File: src/sv/dcav_pkg.sv
// ----------------------------------------------------------------------------
// dcav_pkg
// Types, codes and tables for the datagram check and ack verdict block.
// ----------------------------------------------------------------------------
package dcav_pkg;

  localparam int OFF_W = 10;
  localparam int SUM_W = 18;
  localparam int SEQ_W = 34;
  localparam int VERDICT_W = 3;
  localparam int MOD_BASE = 6;

  localparam logic [OFF_W-1:0] TYPE_POS = 10'd0;
  localparam logic [OFF_W-1:0] SEQ_FIRST = 10'd1;
  localparam logic [OFF_W-1:0] SEQ_LAST = 10'd10;
  localparam logic [OFF_W-1:0] CKSUM_POS = 10'd11;

  localparam logic [7:0] CHAR_D = 8'h44;
  localparam logic [7:0] CHAR_A = 8'h41;
  localparam logic [7:0] CHAR_N = 8'h4e;
  localparam logic [7:0] CHAR_0 = 8'h30;
  localparam logic [7:0] CHAR_9 = 8'h39;

  localparam logic [VERDICT_W-1:0] VERDICT_DATA_GOOD = 3'd0;
  localparam logic [VERDICT_W-1:0] VERDICT_DATA_BAD = 3'd1;
  localparam logic [VERDICT_W-1:0] VERDICT_ACK_SEEN = 3'd2;
  localparam logic [VERDICT_W-1:0] VERDICT_NACK_SEEN = 3'd3;
  localparam logic [VERDICT_W-1:0] VERDICT_OTHER = 3'd4;

  typedef struct packed {
    logic [7:0] rx_byte;
    logic       last_byte;
  } in_t;

  typedef struct packed {
    logic [VERDICT_W-1:0] verdict;
    logic [SEQ_W-1:0]     seq_number;
    logic                 seq_missing;
  } out_t;

  // one finished datagram handed from front to back
  typedef struct packed {
    logic [7:0]       type_byte;
    logic [7:0]       checksum_byte;
    logic             sum_neg;
    logic [2:0]       sum_res;
    logic [SEQ_W-1:0] seq_value;
    logic             any_digit;
  } rec_t;

  typedef logic [255:0][2:0] res_tab_t;

  // residue in 0..5 of each byte taken as a signed char
  function automatic res_tab_t build_res_tab();
    res_tab_t t;
    int v;
    for (int i = 0; i < 256; i++) begin
      v = (i < 128) ? i : i - 256;
      t[i] = 3'(((v % MOD_BASE) + MOD_BASE) % MOD_BASE);
    end
    return t;
  endfunction

  localparam res_tab_t RES_TAB = build_res_tab();

endpackage

File: src/sv/datagram_check_ack_verdict.sv
// ----------------------------------------------------------------------------
// datagram_check_ack_verdict
// Checks a received datagram byte stream and gives one ack verdict per datagram.
//
//   channel  signals                        beat
//   rx       rx_valid rx_ready rx_data      one datagram byte, last_byte on final
//   res      res_valid res_ready res_data   verdict, sequence number, no-digit
//
// one byte a cycle while rx_ready; a verdict goes via queue and result register
// the front updates its accumulators in the cycle a byte arrives
// a two-entry queue holds finished datagrams while the result side stalls
// rx_ready drops only while that queue is full
// synchronous reset clears all accumulators and empties queue and output
// ----------------------------------------------------------------------------
module datagram_check_ack_verdict #(
  parameter int MAX_LEN = 777
) (
  input  logic           clk,
  input  logic           rst,
  input  logic           rx_valid,
  output logic           rx_ready,
  input  dcav_pkg::in_t  rx_data,
  output logic           res_valid,
  input  logic           res_ready,
  output dcav_pkg::out_t res_data
);

  logic           f_valid;
  logic           f_ready;
  dcav_pkg::rec_t f_data;
  logic           q_valid;
  logic           q_ready;
  dcav_pkg::rec_t q_data;

  dcav_front #(
    .MAX_LEN(MAX_LEN)
  ) u_front (
    .clk(clk),
    .rst(rst),
    .rx_valid(rx_valid),
    .rx_ready(rx_ready),
    .rx_data(rx_data),
    .rec_valid(f_valid),
    .rec_ready(f_ready),
    .rec_data(f_data)
  );

  dcav_queue u_queue (
    .clk(clk),
    .rst(rst),
    .wr_valid(f_valid),
    .wr_ready(f_ready),
    .wr_data(f_data),
    .rd_valid(q_valid),
    .rd_ready(q_ready),
    .rd_data(q_data)
  );

  dcav_back u_back (
    .clk(clk),
    .rst(rst),
    .rec_valid(q_valid),
    .rec_ready(q_ready),
    .rec_data(q_data),
    .res_valid(res_valid),
    .res_ready(res_ready),
    .res_data(res_data)
  );

endmodule

File: src/sv/dcav_front.sv
// ----------------------------------------------------------------------------
// dcav_front
// Byte accumulator: type, checksum, sequence digits and sum residue.
// ----------------------------------------------------------------------------
module dcav_front #(
  parameter int MAX_LEN = 777
) (
  input  logic           clk,
  input  logic           rst,
  input  logic           rx_valid,
  output logic           rx_ready,
  input  dcav_pkg::in_t  rx_data,
  output logic           rec_valid,
  input  logic           rec_ready,
  output dcav_pkg::rec_t rec_data
);

  localparam logic [dcav_pkg::OFF_W-1:0] MAX_OFF = dcav_pkg::OFF_W'(MAX_LEN);

  logic [dcav_pkg::OFF_W-1:0] byte_offset, byte_offset_next;
  logic signed [dcav_pkg::SUM_W-1:0] running_sum, running_sum_next;
  logic [2:0] sum_res, sum_res_next;
  logic [7:0] type_byte, type_byte_next;
  logic [7:0] checksum_byte, checksum_byte_next;
  logic [dcav_pkg::SEQ_W-1:0] seq_value, seq_value_next;
  logic seq_stopped, seq_stopped_next;
  logic seq_any_digit, seq_any_digit_next;

  logic       take;
  logic       in_range;
  logic       is_digit;
  logic [3:0] res_sum;

  assign rx_ready = rec_ready;
  assign take = rx_valid && rx_ready;
  assign in_range = byte_offset < MAX_OFF;
  assign is_digit = (rx_data.rx_byte >= dcav_pkg::CHAR_0) && (rx_data.rx_byte <= dcav_pkg::CHAR_9);
  assign res_sum = {1'b0, sum_res} + {1'b0, dcav_pkg::RES_TAB[rx_data.rx_byte]};

  always_comb begin
    byte_offset_next = byte_offset;
    running_sum_next = running_sum;
    sum_res_next = sum_res;
    type_byte_next = type_byte;
    checksum_byte_next = checksum_byte;
    seq_value_next = seq_value;
    seq_stopped_next = seq_stopped;
    seq_any_digit_next = seq_any_digit;
    if (in_range) begin
      if (byte_offset == dcav_pkg::TYPE_POS) begin
        type_byte_next = rx_data.rx_byte;
      end
      if (byte_offset == dcav_pkg::CKSUM_POS) begin
        checksum_byte_next = rx_data.rx_byte;
      end else begin
        running_sum_next = running_sum +
          dcav_pkg::SUM_W'(signed'(rx_data.rx_byte));
        sum_res_next = (res_sum >= 4'(dcav_pkg::MOD_BASE)) ?
          3'(res_sum - 4'(dcav_pkg::MOD_BASE)) : res_sum[2:0];
      end
      if (byte_offset >= dcav_pkg::SEQ_FIRST && byte_offset <= dcav_pkg::SEQ_LAST &&
          !seq_stopped) begin
        if (is_digit) begin
          seq_value_next = (seq_value << 3) + (seq_value << 1) +
            dcav_pkg::SEQ_W'(rx_data.rx_byte - dcav_pkg::CHAR_0);
          seq_any_digit_next = 1'b1;
        end else begin
          seq_stopped_next = 1'b1;
        end
      end
      byte_offset_next = byte_offset + dcav_pkg::OFF_W'(1);
    end
  end

  assign rec_valid = take && rx_data.last_byte;
  assign rec_data.type_byte = type_byte_next;
  assign rec_data.checksum_byte = checksum_byte_next;
  assign rec_data.sum_neg = running_sum_next[dcav_pkg::SUM_W-1];
  assign rec_data.sum_res = sum_res_next;
  assign rec_data.seq_value = seq_value_next;
  assign rec_data.any_digit = seq_any_digit_next;

  always_ff @(posedge clk) begin
    if (rst || (take && rx_data.last_byte)) begin
      byte_offset <= '0;
      running_sum <= '0;
      sum_res <= '0;
      type_byte <= '0;
      checksum_byte <= '0;
      seq_value <= '0;
      seq_stopped <= 1'b0;
      seq_any_digit <= 1'b0;
    end else if (take) begin
      byte_offset <= byte_offset_next;
      running_sum <= running_sum_next;
      sum_res <= sum_res_next;
      type_byte <= type_byte_next;
      checksum_byte <= checksum_byte_next;
      seq_value <= seq_value_next;
      seq_stopped <= seq_stopped_next;
      seq_any_digit <= seq_any_digit_next;
    end
  end

endmodule

File: src/sv/dcav_queue.sv
// ----------------------------------------------------------------------------
// dcav_queue
// Two-entry queue of finished datagram records between front and back.
// ----------------------------------------------------------------------------
module dcav_queue (
  input  logic           clk,
  input  logic           rst,
  input  logic           wr_valid,
  output logic           wr_ready,
  input  dcav_pkg::rec_t wr_data,
  output logic           rd_valid,
  input  logic           rd_ready,
  output dcav_pkg::rec_t rd_data
);

  dcav_pkg::rec_t slot [2];
  logic       wr_ptr;
  logic       rd_ptr;
  logic [1:0] count;
  logic       push;
  logic       pop;

  assign wr_ready = count != 2'd2;
  assign rd_valid = count != 2'd0;
  assign rd_data = slot[rd_ptr];
  assign push = wr_valid && wr_ready;
  assign pop = rd_valid && rd_ready;

  always_ff @(posedge clk) begin
    if (push) begin
      slot[wr_ptr] <= wr_data;
    end
  end

  always_ff @(posedge clk) begin
    if (rst) begin
      wr_ptr <= 1'b0;
      rd_ptr <= 1'b0;
      count <= '0;
    end else begin
      if (push) begin
        wr_ptr <= !wr_ptr;
      end
      if (pop) begin
        rd_ptr <= !rd_ptr;
      end
      case ({push, pop})
        2'b10: count <= count + 2'd1;
        2'b01: count <= count - 2'd1;
        default: count <= count;
      endcase
    end
  end

endmodule

File: src/sv/dcav_back.sv
// ----------------------------------------------------------------------------
// dcav_back
// Verdict stage: checksum compare, type decode and registered result.
// ----------------------------------------------------------------------------
module dcav_back (
  input  logic           clk,
  input  logic           rst,
  input  logic           rec_valid,
  output logic           rec_ready,
  input  dcav_pkg::rec_t rec_data,
  output logic           res_valid,
  input  logic           res_ready,
  output dcav_pkg::out_t res_data
);

  logic signed [3:0] calc;
  logic signed [9:0] recv;
  logic [dcav_pkg::VERDICT_W-1:0] verdict;
  logic take;

  assign rec_ready = !res_valid || res_ready;
  assign take = rec_valid && rec_ready;

  // c remainder takes the sign of the sum
  assign calc = (rec_data.sum_neg && rec_data.sum_res != 3'd0) ?
    signed'({1'b0, rec_data.sum_res}) - 4'sd6 : signed'({1'b0, rec_data.sum_res});
  assign recv = 10'(signed'(rec_data.checksum_byte)) - 10'(dcav_pkg::CHAR_0);

  always_comb begin
    unique case (rec_data.type_byte)
      dcav_pkg::CHAR_D: verdict = (10'(calc) == recv) ?
        dcav_pkg::VERDICT_DATA_GOOD : dcav_pkg::VERDICT_DATA_BAD;
      dcav_pkg::CHAR_A: verdict = dcav_pkg::VERDICT_ACK_SEEN;
      dcav_pkg::CHAR_N: verdict = dcav_pkg::VERDICT_NACK_SEEN;
      default: verdict = dcav_pkg::VERDICT_OTHER;
    endcase
  end

  always_ff @(posedge clk) begin
    if (rst) begin
      res_valid <= 1'b0;
    end else if (rec_ready) begin
      res_valid <= rec_valid;
    end
  end

  always_ff @(posedge clk) begin
    if (take) begin
      res_data.verdict <= verdict;
      res_data.seq_number <= rec_data.seq_value;
      res_data.seq_missing <= !rec_data.any_digit;
    end
  end

endmodule

File: config.mk
export PLATFORM = sky130hd
export DESIGN_NAME = datagram_check_ack_verdict
export DESIGN_NICKNAME = d
export VERILOG_FILES = /design/src/sv/dcav_pkg.sv /design/src/sv/datagram_check_ack_verdict.sv /design/src/sv/dcav_front.sv /design/src/sv/dcav_queue.sv /design/src/sv/dcav_back.sv
export SDC_FILE = /design/constraint.sdc
export NUM_CORES = 1
export LEC_CHECK = 0
export BUFFER_PORTS_ARGS = -buffer_cell sky130_fd_sc_hd__buf_2
export CAP_MARGIN = 10
export CORE_MARGIN = 2
export CORE_UTILIZATION = 45
export DETAILED_ROUTE_END_ITERATION = 8
export HOLD_SLACK_MARGIN = 0.05
export PLACE_DENSITY = 0.58
export SLEW_MARGIN = 10
export SYNTH_ARGS = -nofsm -noshare
export SYNTH_HDL_FRONTEND = slang
export SYNTH_HIERARCHICAL = 1
export SYNTH_SLANG_ARGS = --single-unit
File: constraint.sdc
create_clock -name clk -period 8.7 [get_ports clk]
set_clock_uncertainty 0.1 [all_clocks]
set_input_delay 2.175 -clock clk [delete_from_list [all_inputs] [get_ports clk]]
set_output_delay 2.175 -clock clk [all_outputs]
set_load 0.1 [all_outputs]
After elaboration in Yosys (flattened, before gate mapping) --
Memories as Yosys holds them, arrays and structs flattened. A register that Yosys moved wholly into a read port is not among the register bits. Index checks and enable logic that the tools add are counted.
Word-level totals: output and inout port bits 40, register bits after elaboration 126, bits in read-only memories 768, memories kept 2, input bits 13, logic and storage cells 92, memory bits (writable) 110
Memory list:
- (no name shown) | depth 256, bits a word 3, read ports 1, clocked after memory_dff 0, wr ports 0, RTL line dcav_front.sv:38 | assign res_sum = {1'b0, sum_res} + {1'b0, dcav_pkg::RES_TAB[rx_data.rx_byte]};
- u_queue.slot | depth 2, bits a word 55, read ports 1, clocked after memory_dff 1, wr ports 1, RTL line dcav_queue.sv:16 | dcav_pkg::rec_t slot [2];
Cells by class: eq/ne operators 8, bitwise operators 2, reductions and logical operators 22, $lt $le $gt $ge 7, $add $sub $neg 11, mux-type cells 24
Operator list (count):
- $mux W34 | 3
- $add A34 B34 Y34 | 2
- $mux W18 | 2
- $mux W8 | 4
- $eq A8 B7 Y1 const B | 3
- $add A18 B8 Y18 | 1
- $mux W3 | 4
- $add A10 B1 Y10 const B | 1
- $eq A10 B4 Y1 const B | 1
- $ge A10 B1 Y1 const B | 1
- $le A10 B4 Y1 const B | 1
- $logic_not A10 Y1 | 1
- $lt A10 B10 Y1 const B | 1
- $eq A4 B9 Y1 | 1
- $lt A8 B9 Y1 const B | 1
- $pmux W3 S3 | 1
- $sub A8 B6 Y9 const B | 1
- $sub A8 B7 Y9 const B | 1
- $ge A8 B6 Y1 const B | 1
- $le A8 B6 Y1 const B | 1
- $logic_and A1 B1 Y1 | 8
- $mux W1 | 8
- $logic_not A1 Y1 | 5
- $add A3 B3 Y4 | 1
- other kinds (17) | 20

Logic depth before layout (Yosys ltp) --
Gate-level depths: netlist of run 1.
depth after elaboration 7, depth in mapped cells 17, depth with buffers taken out 17

Cells and area by module --
Netlist of run 1, hierarchy kept.
Modules (own cells, without submodules):
- dcav_front | times used 1, cells each 929, sequential area each 1661.6 µm², area an instance 7352.1 µm²
- dcav_queue | times used 1, cells each 195, sequential area each 3403.3 µm², area an instance 4175.3 µm²
- dcav_back | times used 1, cells each 90, sequential area each 1161.1 µm², area an instance 1500.2 µm²

Least setup slack after synthesis of run 1 --
Ideal clock, no wire load.
kind input to register, start point input rx_data[7] (netlist bit), end point register u_front/seq_value[31] (netlist bit), cell stages on the path 13, data arrival time 6105 ps, path buffers 2, data required time 8505 ps, setup time 95 ps, slack 2399 ps, cells stage by stage clkbuf_1 or3_1 inv_1 fa_1 ha_1 clkbuf_1 nand3_1 nor4_1 o21ai_0 a311oi_1 a221oi_1 or4_1 o311ai_1
On the way: word-level cells in the longest chain between the ends 5, elaborated cells between the ends (all ways) 8, those cells by class add/sub (2); order compare (2); mux (3); reduce/logical (1)
Ends and longest elaborated chain:
- start: declaration | RTL line datagram_check_ack_verdict.sv:22 | input dcav_pkg::in_t rx_data,
- $sub A8 B6 Y9 (tied with other cells) | RTL line dcav_front.sv:65 | dcav_pkg::SEQ_W'(rx_data.rx_byte - dcav_pkg::CHAR_0);
- $add A34 B34 Y34 or $logic_and A1 B1 Y1 (tied branches) | RTL line dcav_front.sv:64, dcav_front.sv:37
- $mux W34 (*) | RTL line dcav_front.sv:63 | if (is_digit) begin
- $mux W34 (*) | RTL line dcav_front.sv:61 | if (byte_offset >= dcav_pkg::SEQ_FIRST && byte_offset <= dcav_pkg::SEQ_LAST &&
- $mux W34 (*) | RTL line dcav_front.sv:49 | if (in_range) begin
- end signal: assignment | RTL line dcav_front.sv:99 | seq_value <= seq_value_next;
- end: declaration | RTL line dcav_front.sv:25 | logic [dcav_pkg::SEQ_W-1:0] seq_value, seq_value_next;
Mark *: on every way between the ends. The rest lies on a longest branch, timed or not. A chain may end at the register's enable or synchronous reset.

==> impl_metrics.xml, run 1 <==
<?xml version="1.0" encoding="UTF-8"?>
<metrics>
  <group name="finish">
    <metric name="finalNonFillerCells" unit="">1651</metric>
    <metric name="regArea" unit="mm^2">0.006227</metric>
    <metric name="insertedDiodeCount" unit="">0</metric>
    <metric name="layout_overhead_on_the_synthesized_area" unit="%">11.29</metric>
    <metric name="layout.nets" unit="">1358</metric>
    <metric name="final_layout_size_suffix_gt1_share" unit="%">16.42</metric>
    <metric name="layout_common_cells" unit="">edfxtp_1 (148), nand2_1 (139), a21oi_1 (91)</metric>
    <metric name="multiInputGateArea" unit="mm^2">0.006471</metric>
    <metric name="layout.cells.most_common" unit="">edfxtp_1</metric>
    <metric name="fillers" unit="">2565</metric>
    <metric name="final_core_utilization" unit="%">50.65</metric>
  </group>
  <group name="timing">
    <metric name="maximum_achievable_frequency" unit="MHz">155.7</metric>
    <metric name="rsz_0062_raised_after_global_routing" unit="">false</metric>
    <metric name="report.final.setup_viol" unit="">0</metric>
    <metric name="slew_headroom" unit="%">20.74</metric>
    <metric name="post-route-period-util" unit="%">73.84</metric>
    <metric name="worstMarginPinSlew" unit="ns">1.185</metric>
    <metric name="totalNegativeSetupSlack" unit="ns">0</metric>
    <metric name="finalHoldViolations" unit="">0</metric>
    <metric name="timing.final.crit_period" unit="ns">6.424</metric>
    <metric name="drv_slew" unit="">0</metric>
  </group>
  <group name="logic_synthesis">
    <metric name="synth_fa_ha_area_share" unit="%">11.31</metric>
    <metric name="yosys_most_used_dff" unit="">edfxtp_1</metric>
    <metric name="synthSimpleGateAreaFrac" unit="%">13.21</metric>
    <metric name="yosysWarningCount" unit="">6</metric>
    <metric name="post-synth-top-area-cell" unit="">edfxtp_1</metric>
    <metric name="synth.top_cells.by_area" unit="">edfxtp_1 (34%), dfxtp_1 (14%), mux2_2 (7.2%)</metric>
    <metric name="synth_top_area_share" unit="%">34.11</metric>
    <metric name="area_share_of_xor_xnor_cells_in_the_synthesized_design" unit="%">4.303</metric>
    <metric name="synth_sequential_area_ratio" unit="%">47.79</metric>
    <metric name="synthCells" unit="">1214</metric>
    <metric name="syn_area_per_cell" unit="um^2">10.73</metric>
    <metric name="mappedNetlistArea" unit="mm^2">0.01303</metric>
    <metric name="synth.net_count" unit="">1325</metric>
    <metric name="post_synth_num_cell_types" unit="">68</metric>
    <metric name="synth_compound_area_share" unit="%">12.99</metric>
    <metric name="synth_enable_flop_cells" unit="">148</metric>
    <metric name="proportion_of_synthesized_area_in_mux_cells" unit="%">7.712</metric>
    <metric name="ys_ff_latch" unit="">237</metric>
    <metric name="synthArstFlopShare" unit="%">0</metric>
    <metric name="combinational_family_with_the_most_area_after_synthesis" unit="">simple AND/OR/NAND/NOR gates</metric>
  </group>
  <group name="worst_hold_path">
    <metric name="worst_hold_path_type" unit="">register to register</metric>
    <metric name="whs_endpoint" unit="">u_front/running_sum[13]</metric>
    <metric name="worstHoldStart" unit="">u_front/running_sum[13]</metric>
    <metric name="worstHoldPathCells" unit="">2</metric>
  </group>
  <group name="pwr">
    <metric name="combinationalPowerShare" unit="%">34.0</metric>
    <metric name="cellLeakagePower" unit="nW">5.548</metric>
    <metric name="peakVddDrop" unit="uV">237.2</metric>
    <metric name="power.density_cell_area" unit="mW/mm^2">268.6</metric>
    <metric name="share_seq_of_total_power" unit="%">37.5</metric>
    <metric name="power.internal" unit="W">0.002379</metric>
    <metric name="part_of_the_power_in_the_clock_network" unit="%">28.6</metric>
    <metric name="total_switching_power" unit="W">0.001515</metric>
    <metric name="power.share.switching" unit="%">38.91</metric>
  </group>
  <group name="worst_setup_path">
    <metric name="setup.reg_to_reg.worst_slack" unit="ns">4.85</metric>
    <metric name="worst_r2r_path_depth" unit="">9</metric>
    <metric name="critical_path.max_stage_delay" unit="ns">0.57</metric>
    <metric name="critPathSlowestCell" unit="">inv_1</metric>
    <metric name="critical_path.max_fanout" unit="">15</metric>
    <metric name="path_cells" unit="">buf_2 -&gt; ha_1 -&gt; or3_1 -&gt; inv_1 -&gt; fa_1 -&gt; ha_1 -&gt; a2111oi_0 -&gt; o21ai_0 -&gt; a21boi_0 -&gt; a211oi_1 -&gt; a31oi_1 -&gt; xnor2_1 -&gt; o21ai_0</metric>
    <metric name="start_kind" unit="">input port</metric>
    <metric name="cp.required" unit="ns">8.83</metric>
    <metric name="critical_path.top_delay_family" unit="">compound AO/OA/AOI/OAI gates</metric>
    <metric name="setup.worst_path.class" unit="">input port to register</metric>
    <metric name="timing.critical_path.to_type" unit="">register</metric>
    <metric name="timing.critical_path.arrival" unit="ns">6.55</metric>
    <metric name="number_of_buffers_and_inverters_on_the_critical_path" unit="">2</metric>
    <metric name="reg2reg_to" unit="">u_queue/slot[0][32]</metric>
    <metric name="timing.rr.start" unit="">u_front/seq_value[2]</metric>
  </group>
  <group name="floorplanning">
    <metric name="chipWidth" unit="um">174.1</metric>
    <metric name="floorplan.io_pins" unit="">53</metric>
    <metric name="vertical_extent_of_the_die" unit="um">174.1</metric>
    <metric name="placement_rows" unit="">62</metric>
    <metric name="placeable_core_area" unit="mm^2">0.02863</metric>
    <metric name="die_area" unit="mm^2">0.03033</metric>
    <metric name="start_util" unit="%">45.51</metric>
  </group>
  <group name="place">
    <metric name="globalplace.congestion" unit="">0.8337</metric>
    <metric name="placedCellCount" unit="">1603</metric>
    <metric name="post-dp-hpwl" unit="um">18920</metric>
    <metric name="port_buffers" unit="">52</metric>
  </group>
  <group name="global_route">
    <metric name="global_route.usage.total" unit="%">18.79</metric>
    <metric name="grt.overflow.total" unit="">0</metric>
    <metric name="globalRouteMet3Util" unit="%">2.493</metric>
    <metric name="grt_pass1_wl" unit="um">46310</metric>
    <metric name="global_route.usage.met1" unit="%">29.05</metric>
    <metric name="global_route.peak_usage_layer" unit="">met1</metric>
    <metric name="number_of_global_route_vias_before_repair" unit="">8785</metric>
    <metric name="gr-usage-met2" unit="%">28.59</metric>
    <metric name="grt_antenna_before_repair" unit="">0</metric>
    <metric name="pin_count_of_the_biggest_net_entering_global_routing" unit="">56</metric>
  </group>
  <group name="clocking">
    <metric name="cts.htree.levels" unit="">1</metric>
    <metric name="tritoncts" unit="">done</metric>
    <metric name="cts_setup_buffers" unit="">0</metric>
    <metric name="cts.hold.buffers_added" unit="">0</metric>
    <metric name="root_buffer" unit="">clkbuf_16</metric>
    <metric name="numClockSinks" unit="">237</metric>
    <metric name="cts_resized" unit="">0</metric>
    <metric name="clkSlewWorstSetupHoldPaths" unit="ns">0.06</metric>
    <metric name="cts_buffers" unit="">26</metric>
    <metric name="cts.path.max_buffers" unit="">3</metric>
    <metric name="worst_skew_late_latency" unit="ns">0.53</metric>
  </group>
  <group name="job">
    <metric name="drv_cap" unit="">0</metric>
  </group>
  <group name="route">
    <metric name="routedWlPerCell" unit="um">17.01</metric>
    <metric name="post_drt_via_cell_ratio" unit="">5.505</metric>
    <metric name="wl" unit="um">28080</metric>
    <metric name="first_pass_iters" unit="">4</metric>
    <metric name="route.vias.total" unit="">9088</metric>
    <metric name="first_iter_violations" unit="">621</metric>
    <metric name="drt_drc_violations_left" unit="">0</metric>
    <metric name="drtAntennaViolNets" unit="">0</metric>
  </group>
  <group name="status">
    <metric name="run_status" unit="">finished, final reports clean</metric>
  </group>
</metrics>
worst min-delay path: cells and delay by family (launching register included):
family             cells  cell delay [ns]
DFF                    1             0.31
AOI/OAI and AO/OA      1             0.05
and+or+nand+nor        1             0.05
state kept, by name (all words and copies together) (netlist names), 2 cells and up, named ones only:
signal and cells:
u_queue/slot 110, u_front/type_byte 8, u_queue/count 2, u_front/seq_value 34
u_front/sum_res 3, u_front/byte_offset 10, u_back/res_data 38, u_front/checksum_byte 8
u_front/running_sum 18
worst max-delay path by stage:
stage / end / from / depth (start not counted)
final: u_queue/slot[0][30] / rx_data[6] / 13
after CTS: u_queue/slot[0][30] / rx_data[6] / 13
after floorplan: u_front/seq_value[31] / rx_data[7] / 13
after global placement: u_queue/slot[0][30] / rx_data[6] / 13
after detailed placement: u_queue/slot[0][30] / rx_data[6] / 13
after global routing: u_queue/slot[0][30] / rx_data[6] / 13
area by class of cell:
| type | count | share of cell area (%) |
|---|---|---|
| flip-flops and latches | 237 | 42.95 |
| multi-input cells | 891 | 44.64 |
| clock buffers | 32 | 5.075 |
| clock inverters | 16 | 1.010 |
| inverters | 31 | 0.8026 |
| well taps | 384 | 3.314 |
| repair buffers | 60 | 2.209 |
metal layers:
metal,share of wire [%],vias to the layer above
met3,4.1,21
met4,0.95,0
met2,43,172
met5,0,-
met1,52,4393
li1,-,4502
logic make-up after synthesis:
family | after synthesis
xor+xnor | 64
compound gates | 278
buf+inv | 86
mux | 90
flops | 237
simple gates | 361
fa+ha+maj | 98
power groups by stage:
stage / clock (W) / combinational [W] / sequential (W)
2_1_floorplan: 0 / 0.000512 / 0.00208
3_3_place_gp: 0 / 0.00132 / 0.00148
3_5_place_dp: 0 / 0.00133 / 0.00148
4_1_cts: 0.00115 / 0.00133 / 0.00146
5_1_grt: 0.00119 / 0.00141 / 0.00148
6_report: 0.00111 / 0.00132 / 0.00146
cell usage after synthesis, types with 3 or more instances:
| cell | instances |
|---|---|
| nand3_1 | 37 |
| dfxtp_1 | 89 |
| ha_1 | 65 |
| o21bai_1 | 7 |
| and2_1 | 3 |
| nor3_1 | 19 |
| edfxtp_1 | 148 |
| a21boi_0 | 4 |
| a211oi_1 | 17 |
| o21a_1 | 8 |
| a41oi_1 | 3 |
| buf_2 | 10 |
| inv_1 | 31 |
| and3_1 | 12 |
| mux2_2 | 83 |
| a311oi_1 | 3 |
| nand4_1 | 15 |
| xnor2_1 | 28 |
| nand2b_1 | 10 |
| fa_1 | 33 |
| a31oi_1 | 11 |
| nor2_1 | 76 |
| a221oi_1 | 3 |
| or2_2 | 5 |
| a21oi_1 | 91 |
| clkbuf_1 | 38 |
| nand2_1 | 139 |
| xor2_1 | 36 |
| buf_1 | 4 |
| o22ai_1 | 3 |
| or4_1 | 8 |
| o31ai_1 | 3 |
| nand3b_1 | 6 |
| or3_1 | 8 |
| nor2b_1 | 7 |
| nor4_1 | 3 |
| a21o_1 | 20 |
| mux2i_1 | 7 |
| o21ai_0 | 76 |
| o211ai_1 | 9 |
metrics by stage:
step,setup slack (ns),hold WS (ns),total power (W),cell area (um^2)
2_1_floorplan,2.399,0.3291,0.002592,13030
6_report,2.276,0.3552,0.003895,14500
5_1_grt,1.982,0.3632,0.004083,14500
3_5_place_dp,1.743,0.3455,0.002810,13620
3_3_place_gp,1.860,0.3378,0.002801,13620
4_1_cts,2.326,0.3560,0.003943,14500
Power figures use the tool's default switching activity.
==> run 2, diff against run 1 <==
PLACE_DENSITY = 0.61   (was 0.58)
clock period = 5.4 ns   (was 8.7 ns; I/O delays follow)
==> impl_metrics.xml, run 2 (synthesis gave the netlist of run 1 again) <==
<?xml version="1.0" encoding="UTF-8"?>
<metrics>
  <group name="finish">
    <metric name="fillers" unit="">2554</metric>
    <metric name="regArea" unit="mm^2">0.006227</metric>
    <metric name="multiInputGateArea" unit="mm^2">0.006471</metric>
    <metric name="layout.nets" unit="">1379</metric>
    <metric name="layout.cells.most_common" unit="">edfxtp_1</metric>
    <metric name="layout_overhead_on_the_synthesized_area" unit="%">12.11</metric>
    <metric name="layout_common_cells" unit="">edfxtp_1 (148), nand2_1 (139), a21oi_1 (91)</metric>
    <metric name="largest_register" unit="">u_queue/slot</metric>
    <metric name="final_layout_size_suffix_gt1_share" unit="%">17.70</metric>
    <metric name="insertedDiodeCount" unit="">0</metric>
    <metric name="fin_area" unit="mm^2">0.01461</metric>
    <metric name="largest_register_ff_count" unit="">110</metric>
    <metric name="largest_registers" unit="">u_queue/slot (110), u_back/res_data (38), u_front/seq_value (34)</metric>
  </group>
  <group name="worst_hold_path">
    <metric name="whs_endpoint" unit="">u_front/checksum_byte[7]</metric>
    <metric name="worstHoldPathCells" unit="">2</metric>
    <metric name="worstHoldStart" unit="">u_front/checksum_byte[7]</metric>
    <metric name="worst_hold_path_type" unit="">register to register</metric>
  </group>
  <group name="global_route">
    <metric name="number_of_global_route_vias_before_repair" unit="">8946</metric>
    <metric name="grt.overflow.total" unit="">0</metric>
    <metric name="grt_pass1_wl" unit="um">46390</metric>
    <metric name="pin_count_of_the_biggest_net_entering_global_routing" unit="">55</metric>
    <metric name="grt_antenna_before_repair" unit="">0</metric>
    <metric name="global_route.usage.total" unit="%">18.94</metric>
  </group>
  <group name="place">
    <metric name="post-dp-hpwl" unit="um">19320</metric>
    <metric name="dpl-instance-area" unit="mm^2">0.01379</metric>
    <metric name="port_buffers" unit="">52</metric>
    <metric name="globalplace.congestion" unit="">0.9305</metric>
    <metric name="preCtsSetupSlack" unit="ns">0.01395</metric>
  </group>
  <group name="timing">
    <metric name="maximum_achievable_frequency" unit="MHz">206.9</metric>
    <metric name="report.final.setup_viol" unit="">0</metric>
    <metric name="finalHoldViolations" unit="">0</metric>
    <metric name="timing.final.crit_period" unit="ns">4.834</metric>
    <metric name="totalNegativeSetupSlack" unit="ns">0</metric>
    <metric name="rsz_0062_raised_after_global_routing" unit="">false</metric>
    <metric name="fin_ws" unit="ns">0.5663</metric>
    <metric name="drv_slew" unit="">0</metric>
    <metric name="worstMarginPinSlew" unit="ns">1.111</metric>
    <metric name="post-route-period-util" unit="%">89.51</metric>
    <metric name="holdWs" unit="ns">0.3533</metric>
    <metric name="slew_headroom" unit="%">25.96</metric>
  </group>
  <group name="worst_setup_path">
    <metric name="timing.critical_path.arrival" unit="ns">5.18</metric>
    <metric name="start_kind" unit="">input port</metric>
    <metric name="setup.worst_path.class" unit="">input port to register</metric>
    <metric name="critPathSlowestCell" unit="">or4_1</metric>
    <metric name="critical_path.max_fanout" unit="">22</metric>
    <metric name="cp.required" unit="ns">5.74</metric>
    <metric name="reg2reg_to" unit="">u_front/seq_value[31]</metric>
    <metric name="timing.rr.start" unit="">u_front/seq_value[7]</metric>
    <metric name="path_cells" unit="">buf_2 -&gt; ha_1 -&gt; or3_1 -&gt; clkinvlp_4 -&gt; buf_12 -&gt; fa_1 -&gt; ha_1 -&gt; nand2_1 -&gt; nor4_1 -&gt; o21ai_0 -&gt; a311oi_1 -&gt; a221oi_1 -&gt; or4_1 -&gt; o311ai_1</metric>
    <metric name="critical_path.top_delay_family" unit="">simple AND/OR/NAND/NOR gates</metric>
    <metric name="number_of_buffers_and_inverters_on_the_critical_path" unit="">3</metric>
    <metric name="critical_path.max_stage_delay" unit="ns">0.53</metric>
    <metric name="worst_r2r_path_depth" unit="">9</metric>
    <metric name="setup.reg_to_reg.worst_slack" unit="ns">1.90</metric>
    <metric name="critPathMostFrequentCell" unit="">ha_1</metric>
    <metric name="timing.critical_path.to_type" unit="">register</metric>
  </group>
  <group name="pwr">
    <metric name="cellLeakagePower" unit="nW">5.607</metric>
    <metric name="total_power" unit="W">0.006204</metric>
    <metric name="peakVddDrop" unit="uV">239.0</metric>
    <metric name="power.density_cell_area" unit="mW/mm^2">424.8</metric>
  </group>
  <group name="clocking">
    <metric name="cts.path.max_buffers" unit="">3</metric>
    <metric name="cts_buffers" unit="">26</metric>
    <metric name="root_buffer" unit="">clkbuf_16</metric>
    <metric name="cts_setup_buffers" unit="">0</metric>
    <metric name="cts.hold.buffers_added" unit="">0</metric>
    <metric name="tritoncts" unit="">done</metric>
    <metric name="cts.htree.levels" unit="">1</metric>
    <metric name="worst_skew_late_latency" unit="ns">0.54</metric>
    <metric name="cts_resized" unit="">0</metric>
    <metric name="clkSlewWorstSetupHoldPaths" unit="ns">0.06</metric>
    <metric name="numClockSinks" unit="">237</metric>
  </group>
  <group name="job">
    <metric name="drv_cap" unit="">0</metric>
  </group>
  <group name="route">
    <metric name="drtAntennaViolNets" unit="">0</metric>
    <metric name="wl" unit="um">28780</metric>
    <metric name="routedWlPerCell" unit="um">17.21</metric>
    <metric name="drt_drc_violations_left" unit="">0</metric>
    <metric name="first_iter_violations" unit="">727</metric>
    <metric name="post_drt_via_cell_ratio" unit="">5.501</metric>
    <metric name="first_pass_iters" unit="">5</metric>
    <metric name="route.vias.total" unit="">9197</metric>
  </group>
  <group name="floorplanning">
    <metric name="placement_rows" unit="">62</metric>
    <metric name="die_area" unit="mm^2">0.03033</metric>
    <metric name="start_util" unit="%">45.51</metric>
    <metric name="chipWidth" unit="um">174.1</metric>
    <metric name="floorplan.io_pins" unit="">53</metric>
    <metric name="placeable_core_area" unit="mm^2">0.02863</metric>
    <metric name="vertical_extent_of_the_die" unit="um">174.1</metric>
  </group>
  <group name="status">
    <metric name="run_status" unit="">finished, final reports clean</metric>
  </group>
</metrics>
-- run 2: changes by cell type in the layout (fill, tap and decap cells not counted), sizes merged --
cell      previous run  this run
buf                 60        81
bufinv               2         1
clkbuf              32        33
clkinv               9         6
clkinvlp             4         5
inv                 32        34
-- run 2: worst max path at each step --
stage                                       end  cells past startpoint  slack, ns       start
after floorplan           u_front/seq_value[31]                     13       0.19  rx_data[7]
after global placement      u_queue/slot[0][27]                     15       0.10  rx_data[5]
after detailed placement  u_front/seq_value[31]                     14       0.01  rx_data[5]
after CTS                 u_front/seq_value[31]                     14       0.56  rx_data[5]
after global routing      u_front/seq_value[31]                     14       0.37  rx_data[5]
final                     u_front/seq_value[31]                     14       0.57  rx_data[5]
-- run 2: routing by layer --
layer | global-route usage, % | wire, um
met5 | 0 | 0
met4 | 4.342 | 418
met3 | 2.384 | 1654
met2 | 29.60 | 12540
met1 | 28.16 | 14170
-- run 2: layout make-up --
type,instances,share of cell area [%]
multi-input cells,891,44.31
flip-flops and latches,237,42.64
clock buffers,33,4.635
repair buffers,81,3.358
well taps,384,3.290
clock inverters,15,0.9509
inverters,31,0.8224
-- run 2: worst reg2reg max path: stages, from the launching register on --
cell	delay, ns
dfxtp_1	0.47
fa_1	0.47
ha_1	0.45
nand3_1	0.20
nor4_1	0.27
o21ai_0	0.18
a311oi_1	0.43
a221oi_1	0.22
or4_1	0.53
o311ai_1	0.09
-- run 2: where the power goes --
group | internal [W] | total, W | switching [W]
sequential | 0.00227 | 0.00238 | 0.000109
combinational | 0.000507 | 0.00213 | 0.00162
clock | 0.000950 | 0.00170 | 0.000750
total | 0.00373 | 0.00620 | 0.00248
-- run 2: per-stage QoR --
stage,util [%],cells
after global placement,48.17,1624
after detailed placement,48.17,1624
final,51.02,1672
after CTS,51.02,1672
after floorplan,-,1214
after global routing,51.02,1672
==> run 3, diff against run 2 <==
CAP_MARGIN = 5   (was 10)
CORE_UTILIZATION = 56   (was 45)
PLACE_DENSITY = 0.73   (was 0.61)
RECOVER_POWER = 25   (was default)
==> impl_metrics.xml, run 3 (synthesis gave the netlist of run 1 again) <==
<?xml version="1.0" encoding="UTF-8"?>
<metrics>
  <group name="route">
    <metric name="wl" unit="um">27620</metric>
    <metric name="routedWlPerCell" unit="um">17.57</metric>
    <metric name="first_iter_violations" unit="">672</metric>
    <metric name="first_pass_iters" unit="">6</metric>
    <metric name="route.vias.total" unit="">9284</metric>
    <metric name="drtAntennaViolNets" unit="">0</metric>
    <metric name="drt_drc_violations_left" unit="">0</metric>
    <metric name="post_drt_via_cell_ratio" unit="">5.906</metric>
  </group>
  <group name="global_route">
    <metric name="global_route.usage.total" unit="%">22.89</metric>
    <metric name="grt_pass1_wl" unit="um">44950</metric>
    <metric name="grt_antenna_before_repair" unit="">0</metric>
    <metric name="grt.overflow.total" unit="">0</metric>
    <metric name="pin_count_of_the_biggest_net_entering_global_routing" unit="">55</metric>
    <metric name="number_of_global_route_vias_before_repair" unit="">8910</metric>
  </group>
  <group name="finish">
    <metric name="largest_register_ff_count" unit="">110</metric>
    <metric name="final_core_utilization" unit="%">63.89</metric>
    <metric name="finalNonFillerCells" unit="">1572</metric>
    <metric name="layout_common_cells" unit="">edfxtp_1 (148), nand2_1 (139), a21oi_1 (91)</metric>
    <metric name="insertedDiodeCount" unit="">0</metric>
    <metric name="largest_registers" unit="">u_queue/slot (110), u_back/res_data (38), u_front/seq_value (34)</metric>
    <metric name="layout.nets" unit="">1379</metric>
    <metric name="final_layout_size_suffix_gt1_share" unit="%">16.71</metric>
    <metric name="fillers" unit="">1825</metric>
    <metric name="layout_overhead_on_the_synthesized_area" unit="%">11.37</metric>
    <metric name="largest_register" unit="">u_queue/slot</metric>
    <metric name="layout.cells.most_common" unit="">edfxtp_1</metric>
  </group>
  <group name="clocking">
    <metric name="cts.hold.buffers_added" unit="">0</metric>
    <metric name="worst_skew_late_latency" unit="ns">0.53</metric>
    <metric name="root_buffer" unit="">clkbuf_16</metric>
    <metric name="cts_resized" unit="">0</metric>
    <metric name="cts.path.max_buffers" unit="">3</metric>
    <metric name="tritoncts" unit="">done</metric>
    <metric name="cts.htree.levels" unit="">1</metric>
    <metric name="numClockSinks" unit="">237</metric>
    <metric name="cts_buffers" unit="">25</metric>
    <metric name="clkSlewWorstSetupHoldPaths" unit="ns">0.06</metric>
    <metric name="cts_setup_buffers" unit="">0</metric>
  </group>
  <group name="timing">
    <metric name="report.final.setup_viol" unit="">0</metric>
    <metric name="slew_headroom" unit="%">-77.49</metric>
    <metric name="post-route-period-util" unit="%">92.95</metric>
    <metric name="maximum_achievable_frequency" unit="MHz">199.2</metric>
    <metric name="timing.final.crit_period" unit="ns">5.019</metric>
    <metric name="drv_slew" unit="">75</metric>
    <metric name="totalNegativeSetupSlack" unit="ns">0</metric>
    <metric name="finalHoldViolations" unit="">0</metric>
    <metric name="worstMarginPinSlew" unit="ns">2.662</metric>
    <metric name="rsz_0062_raised_after_global_routing" unit="">false</metric>
  </group>
  <group name="worst_setup_path">
    <metric name="critPathSlowestCell" unit="">a21boi_0</metric>
    <metric name="timing.critical_path.to_type" unit="">register</metric>
    <metric name="number_of_buffers_and_inverters_on_the_critical_path" unit="">2</metric>
    <metric name="critical_path.max_stage_delay" unit="ns">0.55</metric>
    <metric name="start_kind" unit="">input port</metric>
    <metric name="path_cells" unit="">buf_2 -&gt; ha_1 -&gt; or3_1 -&gt; clkinvlp_4 -&gt; fa_1 -&gt; ha_1 -&gt; a2111oi_0 -&gt; o21ai_0 -&gt; a21boi_0 -&gt; a211oi_1 -&gt; a31oi_1 -&gt; xnor2_1 -&gt; o21ai_0</metric>
    <metric name="critical_path.top_delay_family" unit="">compound AO/OA/AOI/OAI gates</metric>
    <metric name="timing.critical_path.arrival" unit="ns">5.14</metric>
    <metric name="cp.required" unit="ns">5.53</metric>
    <metric name="critical_path.max_fanout" unit="">13</metric>
    <metric name="setup.worst_path.class" unit="">input port to register</metric>
  </group>
  <group name="pwr">
    <metric name="combinationalPowerShare" unit="%">33.5</metric>
    <metric name="power.density_cell_area" unit="mW/mm^2">433.3</metric>
    <metric name="power.share.switching" unit="%">38.92</metric>
    <metric name="part_of_the_power_in_the_clock_network" unit="%">28.5</metric>
    <metric name="total_switching_power" unit="W">0.002446</metric>
    <metric name="peakVddDrop" unit="uV">383.5</metric>
    <metric name="power.internal" unit="W">0.003840</metric>
    <metric name="cellLeakagePower" unit="nW">5.638</metric>
    <metric name="share_seq_of_total_power" unit="%">38.1</metric>
  </group>
  <group name="status">
    <metric name="run_status" unit="">complete, but fails checks</metric>
    <metric name="violations" unit="">max-capacitance violations, max-slew violations</metric>
  </group>
  <group name="floorplanning">
    <metric name="die_area" unit="mm^2">0.02450</metric>
    <metric name="chipWidth" unit="um">156.5</metric>
    <metric name="placeable_core_area" unit="mm^2">0.02271</metric>
    <metric name="vertical_extent_of_the_die" unit="um">156.5</metric>
    <metric name="floorplan.io_pins" unit="">53</metric>
    <metric name="placement_rows" unit="">55</metric>
    <metric name="start_util" unit="%">57.37</metric>
  </group>
  <group name="place">
    <metric name="placedCellCount" unit="">1526</metric>
    <metric name="globalplace.congestion" unit="">0.9173</metric>
    <metric name="post-dp-hpwl" unit="um">18670</metric>
    <metric name="port_buffers" unit="">52</metric>
  </group>
  <group name="job">
    <metric name="drv_cap" unit="">2</metric>
  </group>
  <group name="worst_hold_path">
    <metric name="worst_hold_path_type" unit="">register to register</metric>
  </group>
</metrics>
[run 3: through the flow]
stage	setup WS [ns]	hold WS, ns	power [W]	instance area, um^2
after global placement	-0.05340	0.3379	0.004493	13670
after floorplan	0.1894	0.3291	0.004176	13030
after global routing	0.1861	0.3677	0.006550	14510
after CTS	0.4365	0.3566	0.006333	14530
final	0.3805	0.3556	0.006286	14510
after detailed placement	-0.1049	0.3471	0.004529	13670
[run 3: cell type report]
type | instances | area, um^2 | share of cell area [%]
clock buffers | 27 | 643.1 | 4.433
repair buffers | 82 | 493.0 | 3.398
multi-input cells | 891 | 6449 | 44.45
flip-flops and latches | 237 | 6226 | 42.91
well taps | 285 | 356.6 | 2.458
inverters | 31 | 120.1 | 0.8279
clock inverters | 19 | 221.5 | 1.526
[run 3: worst paths after layout]
check	depth (start not counted)	slack (ns)	from	endpoint
worst max-delay path	13	0.38	rx_data[5]	u_queue/slot[0][30]
worst min-delay path	2	0.36	u_front/checksum_byte[3]	u_front/checksum_byte[3]
worst max register to register	7	1.27	register	u_back/res_data[35]
worst min register to register	2	0.36	u_front/checksum_byte[3]	u_front/checksum_byte[3]
[run 3: worst register-to-register path, cell delays in order (launching register included)]
cell and delay, ns:
dfxtp_1 1.60, clkbuf_1 0.99, mux2_2 0.48, nor2_1 0.11, o2111ai_1 0.12, a32o_1 0.23, nor4_2 0.13, a31oi_1 0.12
[run 3: power by group through the flow]
| stage | logic [W] | registers (W) | clock network [W] |
|---|---|---|---|
| 5_1_grt | 0.00223 | 0.00243 | 0.00189 |
| 6_report | 0.00210 | 0.00239 | 0.00179 |
| 3_3_place_gp | 0.00208 | 0.00241 | 0 |
| 4_1_cts | 0.00211 | 0.00239 | 0.00183 |
| 3_5_place_dp | 0.00210 | 0.00243 | 0 |
| 2_1_floorplan | 0.000825 | 0.00335 | 0 |
[run 3: per-layer routing]
metal | track usage [%] | share of wire, % | up-vias
met5 | 0 | 0 | -
met4 | 6.029 | 1.9 | 0
met3 | 3.545 | 5.5 | 43
met2 | 36.35 | 45 | 228
met1 | 32.97 | 48 | 4466
li1 | - | - | 4547
